===== src/design/akvt_pkg.sv =====
// Shared types and codes for the associative key/value table.
package akvt_pkg;

    // Request modes
    localparam logic [1:0] MODE_GET = 2'd0;
    localparam logic [1:0] MODE_SET = 2'd1;
    localparam logic [1:0] MODE_DEL = 2'd2;

    // Result status codes
    localparam logic [1:0] ST_MISS     = 2'd0;
    localparam logic [1:0] ST_HIT      = 2'd1;
    localparam logic [1:0] ST_INSERTED = 2'd2;
    localparam logic [1:0] ST_FULL     = 2'd3;

    // Control part of the request token that walks the cell chain
    typedef struct packed {
        logic       vld;
        logic [1:0] mode;
        logic       found;
        logic       free_seen;
    } t_ctl;

endpackage


===== src/design/akvt_cell.sv =====
// One table slot: stored key, value and valid mark, plus one stage of the request token.
module akvt_cell #(
    parameter int KEY_BITS   = 32,
    parameter int VALUE_BITS = 32,
    parameter int IDX_BITS   = 4,
    parameter int INDEX      = 0
) (
    input  logic                  i_clk,
    input  logic                  i_rst_n,
    input  akvt_pkg::t_ctl        i_ctl,
    input  logic [KEY_BITS-1:0]   i_key,
    input  logic [VALUE_BITS-1:0] i_val,
    input  logic [VALUE_BITS-1:0] i_rd,
    input  logic [IDX_BITS-1:0]   i_free_idx,
    input  logic                  i_ins_en,
    input  logic [IDX_BITS-1:0]   i_ins_idx,
    input  logic [KEY_BITS-1:0]   i_ins_key,
    input  logic [VALUE_BITS-1:0] i_ins_val,
    output akvt_pkg::t_ctl        o_ctl,
    output logic [KEY_BITS-1:0]   o_key,
    output logic [VALUE_BITS-1:0] o_val,
    output logic [VALUE_BITS-1:0] o_rd,
    output logic [IDX_BITS-1:0]   o_free_idx
);
    import akvt_pkg::*;

    // slot contents
    logic [KEY_BITS-1:0]   r_key;
    logic [VALUE_BITS-1:0] r_value;
    logic                  r_valid;

    // token stage
    t_ctl                  r_ctl;
    logic [KEY_BITS-1:0]   r_tok_key;
    logic [VALUE_BITS-1:0] r_tok_val;
    logic [VALUE_BITS-1:0] r_tok_rd;
    logic [IDX_BITS-1:0]   r_tok_free_idx;

    t_ctl                  n_ctl;
    logic [VALUE_BITS-1:0] n_tok_rd;
    logic [IDX_BITS-1:0]   n_tok_free_idx;

    logic match;
    logic set_hit;
    logic del_hit;
    logic ins_hit;

    assign match   = i_ctl.vld && !i_ctl.found && r_valid && (r_key == i_key);
    assign set_hit = match && (i_ctl.mode == MODE_SET);
    assign del_hit = match && (i_ctl.mode == MODE_DEL);
    assign ins_hit = i_ins_en && (i_ins_idx == IDX_BITS'(INDEX));

    always_comb begin
        n_ctl          = i_ctl;
        n_tok_rd       = i_rd;
        n_tok_free_idx = i_free_idx;
        if (match) begin
            n_ctl.found = 1'b1;
            if (i_ctl.mode == MODE_GET) begin
                n_tok_rd = r_value;
            end
        end
        // remember the lowest free slot for a possible insert
        if (i_ctl.vld && !r_valid && !i_ctl.free_seen) begin
            n_ctl.free_seen = 1'b1;
            n_tok_free_idx  = IDX_BITS'(INDEX);
        end
    end

    always_ff @(posedge i_clk) begin
        if (!i_rst_n) begin
            r_valid <= 1'b0;
            r_ctl   <= '0;
        end else begin
            r_ctl <= n_ctl;
            if (ins_hit) begin
                r_valid <= 1'b1;
            end else if (del_hit) begin
                r_valid <= 1'b0;
            end
        end
    end

    always_ff @(posedge i_clk) begin
        r_tok_key      <= i_key;
        r_tok_val      <= i_val;
        r_tok_rd       <= n_tok_rd;
        r_tok_free_idx <= n_tok_free_idx;
        if (ins_hit) begin
            r_key   <= i_ins_key;
            r_value <= i_ins_val;
        end else if (set_hit) begin
            r_value <= i_val;
        end
    end

    assign o_ctl      = r_ctl;
    assign o_key      = r_tok_key;
    assign o_val      = r_tok_val;
    assign o_rd       = r_tok_rd;
    assign o_free_idx = r_tok_free_idx;

endmodule


===== src/design/associative_key_value_table.sv =====
// Key/value table: a request token walks a chain of ENTRIES slot cells, one cell per cycle.
// Each result goes from the last cell to a hold register, then to an output register that
// keeps it while the output stalls. One request walks the chain at a time: input stalls
// until the result leaves the hold; a new request is taken while a result still waits.
// Reset (synchronous, active low) clears all valid marks and empties the pipeline;
// keys and values are not cleared.
module associative_key_value_table #(
    parameter int ENTRIES    = 16,
    parameter int KEY_BITS   = 32,
    parameter int VALUE_BITS = 32
) (
    input  logic                  i_clk,
    input  logic                  i_rst_n,
    input  logic                  i_in_valid,
    output logic                  o_in_stall,
    input  logic [1:0]            i_mode,
    input  logic [KEY_BITS-1:0]   i_lookup_key,
    input  logic [VALUE_BITS-1:0] i_new_value,
    output logic                  o_out_valid,
    input  logic                  i_out_stall,
    output logic [1:0]            o_status,
    output logic [VALUE_BITS-1:0] o_read_value
);
    import akvt_pkg::*;

    localparam int IDX_BITS = (ENTRIES > 1) ? $clog2(ENTRIES) : 1;

    t_ctl                  c_ctl [ENTRIES+1];
    logic [KEY_BITS-1:0]   c_key [ENTRIES+1];
    logic [VALUE_BITS-1:0] c_val [ENTRIES+1];
    logic [VALUE_BITS-1:0] c_rd  [ENTRIES+1];
    logic [IDX_BITS-1:0]   c_free[ENTRIES+1];

    logic                  accept;
    logic                  chain_exit;
    logic                  ins_en;
    logic                  move;
    logic [1:0]            n_status;

    logic                  r_busy;
    logic                  r_hold_vld;
    logic [1:0]            r_hold_status;
    logic [VALUE_BITS-1:0] r_hold_rd;
    logic                  r_out_valid;
    logic [1:0]            r_out_status;
    logic [VALUE_BITS-1:0] r_out_rd;

    assign accept     = i_in_valid && !r_busy;
    assign o_in_stall = r_busy;

    // token enters the first cell
    assign c_ctl[0]  = '{vld: accept, mode: i_mode, found: 1'b0, free_seen: 1'b0};
    assign c_key[0]  = i_lookup_key;
    assign c_val[0]  = i_new_value;
    assign c_rd[0]   = '0;
    assign c_free[0] = '0;

    assign chain_exit = c_ctl[ENTRIES].vld;
    assign ins_en     = chain_exit && (c_ctl[ENTRIES].mode == MODE_SET)
                        && !c_ctl[ENTRIES].found && c_ctl[ENTRIES].free_seen;

    for (genvar g = 0; g < ENTRIES; g++) begin : g_cell
        akvt_cell #(
            .KEY_BITS  (KEY_BITS),
            .VALUE_BITS(VALUE_BITS),
            .IDX_BITS  (IDX_BITS),
            .INDEX     (g)
        ) u_cell (
            .i_clk     (i_clk),
            .i_rst_n   (i_rst_n),
            .i_ctl     (c_ctl[g]),
            .i_key     (c_key[g]),
            .i_val     (c_val[g]),
            .i_rd      (c_rd[g]),
            .i_free_idx(c_free[g]),
            .i_ins_en  (ins_en),
            .i_ins_idx (c_free[ENTRIES]),
            .i_ins_key (c_key[ENTRIES]),
            .i_ins_val (c_val[ENTRIES]),
            .o_ctl     (c_ctl[g+1]),
            .o_key     (c_key[g+1]),
            .o_val     (c_val[g+1]),
            .o_rd      (c_rd[g+1]),
            .o_free_idx(c_free[g+1])
        );
    end

    always_comb begin
        n_status = ST_MISS;
        if (c_ctl[ENTRIES].found
                && (c_ctl[ENTRIES].mode inside {MODE_GET, MODE_SET, MODE_DEL})) begin
            n_status = ST_HIT;
        end else if (c_ctl[ENTRIES].mode == MODE_SET) begin
            n_status = c_ctl[ENTRIES].free_seen ? ST_INSERTED : ST_FULL;
        end
    end

    assign move = r_hold_vld && (!r_out_valid || !i_out_stall);

    always_ff @(posedge i_clk) begin
        if (!i_rst_n) begin
            r_busy      <= 1'b0;
            r_hold_vld  <= 1'b0;
            r_out_valid <= 1'b0;
        end else begin
            if (accept) begin
                r_busy <= 1'b1;
            end else if (move) begin
                r_busy <= 1'b0;
            end
            if (chain_exit) begin
                r_hold_vld <= 1'b1;
            end else if (move) begin
                r_hold_vld <= 1'b0;
            end
            if (move) begin
                r_out_valid <= 1'b1;
            end else if (!i_out_stall) begin
                r_out_valid <= 1'b0;
            end
        end
    end

    always_ff @(posedge i_clk) begin
        if (chain_exit) begin
            r_hold_status <= n_status;
            r_hold_rd     <= c_rd[ENTRIES];
        end
        if (move) begin
            r_out_status <= r_hold_status;
            r_out_rd     <= r_hold_rd;
        end
    end

    assign o_out_valid  = r_out_valid;
    assign o_status     = r_out_status;
    assign o_read_value = r_out_rd;

endmodule


===== config.mk =====
export PLATFORM = sky130hd
export DESIGN_NAME = associative_key_value_table
export DESIGN_NICKNAME = d
export VERILOG_FILES = /design/src/design/akvt_pkg.sv /design/src/design/akvt_cell.sv /design/src/design/associative_key_value_table.sv
export SDC_FILE = /design/constraint.sdc
export NUM_CORES = 2
export LEC_CHECK = 0
export BUFFER_PORTS_ARGS = -buffer_cell sky130_fd_sc_hd__buf_4
export CELL_PAD_IN_SITES_DETAIL_PLACEMENT = 1
export CELL_PAD_IN_SITES_GLOBAL_PLACEMENT = 1
export CORE_UTILIZATION = 40
export DETAILED_ROUTE_END_ITERATION = 10
export PLACE_DENSITY = 0.65
export SLEW_MARGIN = 20
export SYNTH_ARGS = -nofsm -noshare
export SYNTH_HDL_FRONTEND = slang
export SYNTH_SLANG_ARGS = --single-unit

===== constraint.sdc =====
create_clock -name i_clk -period 3.8 [get_ports i_clk]
set_input_delay 0.57 -clock i_clk [delete_from_list [all_inputs] [get_ports i_clk]]
set_output_delay 0.57 -clock i_clk [all_outputs]
set_load 0.03 [all_outputs]

==> flow_summary_export.csv <==
group,metric,value,unit
finish,fin_nets,5532,
worst_setup_path,end_kind,"flop",
clocking,clkSinkCount,2776,
global_routing,grt_max_degree,44,
route,viasPerCell,4.51,
route,drt_pass1_iterations,5,
logic_synthesis,syn_area_per_cell,17.1,µm²
worst_setup_path,crit_fanout,33,
clocking,clock_path_buffers,4,
route,drt-wirelength-per-cell,19.3,µm
route,drc,0,
logic_synthesis,synth_seq_cells,2776,
timing,rsz0062_at_grt,"no",
timing,slew_headroom,21.9,%
logic_synthesis,yosys_warnings,0,
floorplanning,die_y,467,µm
floorplanning,die_area,0.218,mm²
clocking,cts_tree,"built",
placed_design,place.gp.congestion,0.783,
timing,finalHoldViolations,0,
clocking,cts.clk_slew.worst_paths,0.06,ns
worst_setup_path,path_class,"reg2reg",
logic_synthesis,syn-num-nets,5131,
timing,period_share,85.7,%
floorplanning,start_util,40.3,%
power_and_ir_drop,leakage,36.9,nW
floorplanning,die_width,467,µm
logic_synthesis,synth-main-ff-cell,"dfxtp_1",
logic_synthesis,async_flop_share,0,%
route,drt_wl_total,164000,µm
floorplanning,rows,170,
route,drt_iter0_markers,1756,
finish,fin_util,47.0,%
route,vias,38402,
global_routing,grt_pass1_vias,41999,
worst_setup_path,critical_path_arrival,3.90,ns
finish,area_delta_synth_final,16.7,%
flow_run,max_cap_viol_count,0,
logic_synthesis,synthCells,5061,
status,status,"finished, final reports clean",
timing,worstMarginPinSlew,1.17,ns
placed_design,numPortBuffers,105,
worst_setup_path,worstPathRequired,4.45,ns
placed_design,place_hpwl,116000,µm
floorplanning,core-area,0.215,mm²
timing,period_minus_slack,3.26,ns
timing,skew,0.0543,ns
power_and_ir_drop,vdd_ir_drop_max,0.435,mV
clocking,cts_root_buf,"clkbuf_16",
timing,max_freq,307,MHz
global_routing,grt_pass1_wl,257000,µm
global_routing,grt_overflow,0,
worst_setup_path,startpoint_type,"flop",
hold_path,hp-class,"in2reg",
clocking,clkLatencyLatePin,0.92,ns
timing,timing.final.max_slew_violations,0,
clocking,post_cts.repair.setup_buffers,0,
timing,tns,0,ns
timing,setup_viol,0,
logic_synthesis,synth_area,0.0866,mm²
global_routing,grt_usage,15.2,%
finish,layout-drive-gt1-share,29.2,%
power_and_ir_drop,power_density,595,mW/mm²
floorplanning,num_io_pins,106,
logic_synthesis,synth_cell_type_count,53,
logic_synthesis,synth_edf_count,1092,
logic_synthesis,synth_seq_area_share,76.8,%
route,ant_nets,0,
clocking,cts_made_buffers,289,
global_routing,grt_antenna_before_repair,3,
clocking,h-tree-depth,5,
## cells by family (layout without fill, tap and decap cells)
kind of cell / Yosys count / count (layout) / synth area share (%)
DFF: 2776 / 2776 / 76.8
buffers and inverters: 197 / 809 / 0.987
muxes: 992 / 992 / 12.9
other: 0 / 4 / 0
xor gates and xnor gates: 500 / 500 / 5.06
and+or+nand+nor: 508 / 508 / 3.57
AOI/OAI and AO/OA: 88 / 88 / 0.683
## metal layers
| layer | GRT usage (%) | wire length (µm) | vias up |
|---|---|---|---|
| met1 | 21.7 | 81700 | 18663 |
| met2 | 23.3 | 73300 | 556 |
| met5 | 0 | 0 | - |
| met4 | 4.83 | 3960 | 0 |
| met3 | 2.76 | 5510 | 294 |
| li1 | - | - | 18889 |
## timing repair
item                      4_1_cts  5_1_grt
hold buffers                   69        0
gates resized for setup         0        0
hold endpoints to repair      107        0
## state kept, by name, indices dropped and copies added, names as in the netlist, 2 cells and up
| signal | cells |
|---|---|
| r_hold_status | 2 |
| g_cell.u_cell.o_free_idx | 49 |
| g_cell.u_cell.r_valid | 16 |
| g_cell.u_cell.o_ctl | 80 |
| g_cell.u_cell.o_key | 512 |
| r_hold_rd | 32 |
| g_cell.u_cell.o_rd | 512 |
| o_read_value | 32 |
| o_status | 2 |
| g_cell.u_cell.r_key | 512 |
| g_cell.u_cell.r_value | 512 |
| g_cell.u_cell.o_val | 512 |
## cells in the mapped netlist, drive strengths merged, types with 19 or more instances
library cell | instances | area share [%]
or2 | 30 | 0.22
inv | 46 | 0.20
dfxtp | 1684 | 39
buf | 65 | 0.41
edfxtp | 1092 | 38
a21oi | 29 | 0.17
clkbuf | 83 | 0.36
xnor2 | 388 | 3.9
nand4 | 139 | 1.0
nor4 | 58 | 0.45
nor3b | 23 | 0.20
nor3 | 19 | 0.12
nor2b | 31 | 0.22
nor2 | 46 | 0.20
and2 | 77 | 0.56
nand2b | 19 | 0.14
mux2 | 992 | 13
nand2 | 22 | 0.095
xor2 | 112 | 1.1
## final timing paths
kind,startpoint,end,slack (ns),depth (start not counted)
worst max-delay path,g_cell[15].u_cell.o_ctl[3],g_cell[1].u_cell.r_value[5],0.54,6
worst min-delay path,i_lookup_key[8],g_cell[0].u_cell.o_key[8],0.30,2
worst min register to register,g_cell[8].u_cell.o_val[7],g_cell[9].u_cell.o_val[7],0.34,0
worst max register to register,g_cell[15].u_cell.o_ctl[3],g_cell[1].u_cell.r_value[5],0.54,6
## where the power goes
| part | switching [mW] | total, mW | internal [mW] | leakage, nW |
|---|---|---|---|---|
| Clock | 10.8 | 27.2 | 16.3 | 4.52 |
| Sequential | 0.642 | 32.2 | 31.5 | 23.9 |
| Combinational | 0.325 | 0.824 | 0.499 | 8.42 |
## metrics by stage
step	power (mW)	area (µm²)	hold slack (ns)	instances	worst slack, ns
6_report	60.2	101000	0.304	8515	0.544
5_1_grt	62.2	101000	0.258	8512	0.355
4_1_cts	61.0	101000	0.222	8511	0.531
3_5_place_dp	33.6	91100	0.335	7940	0.526
3_3_place_gp	33.5	91100	0.330	7940	0.590
2_1_floorplan	33.0	86600	0.324	5061	0.114
## worst max-delay path, cell delays in order (launching register included)
cell,delay [ns]
dfxtp_1,0.33
and4bb_2,0.35
nand3_1,0.09
nor2_1,0.74
nand2_1,0.37
inv_2,0.68
mux2_2,0.42
## cells in the final DEF (no fill, tap or decap), types with 30 or more instances in the layout
cell type,count
or2_2,30
nor4_1,56
clkbuf_1,84
xor2_1,112
clkbuf_16,301
nor2_1,43
clkbuf_8,50
edfxtp_1,1092
dlygate4sd3_1,69
and2_1,71
inv_1,45
buf_4,185
nand4_1,138
clkinv_2,36
xnor2_1,388
dfxtp_1,1682
mux2_2,985
## layout make-up
type | count | area (µm²)
clock buffer | 435 | 8540
timing repair buffer | 258 | 2160
tap | 2838 | 3550
clock inverter | 67 | 677
inverter | 49 | 184
multi-input combinational | 2088 | 19400
antenna | 4 | 10.0
sequential | 2776 | 66500
fill | 20325 | 114000
Power figures use the tool's default switching activity.
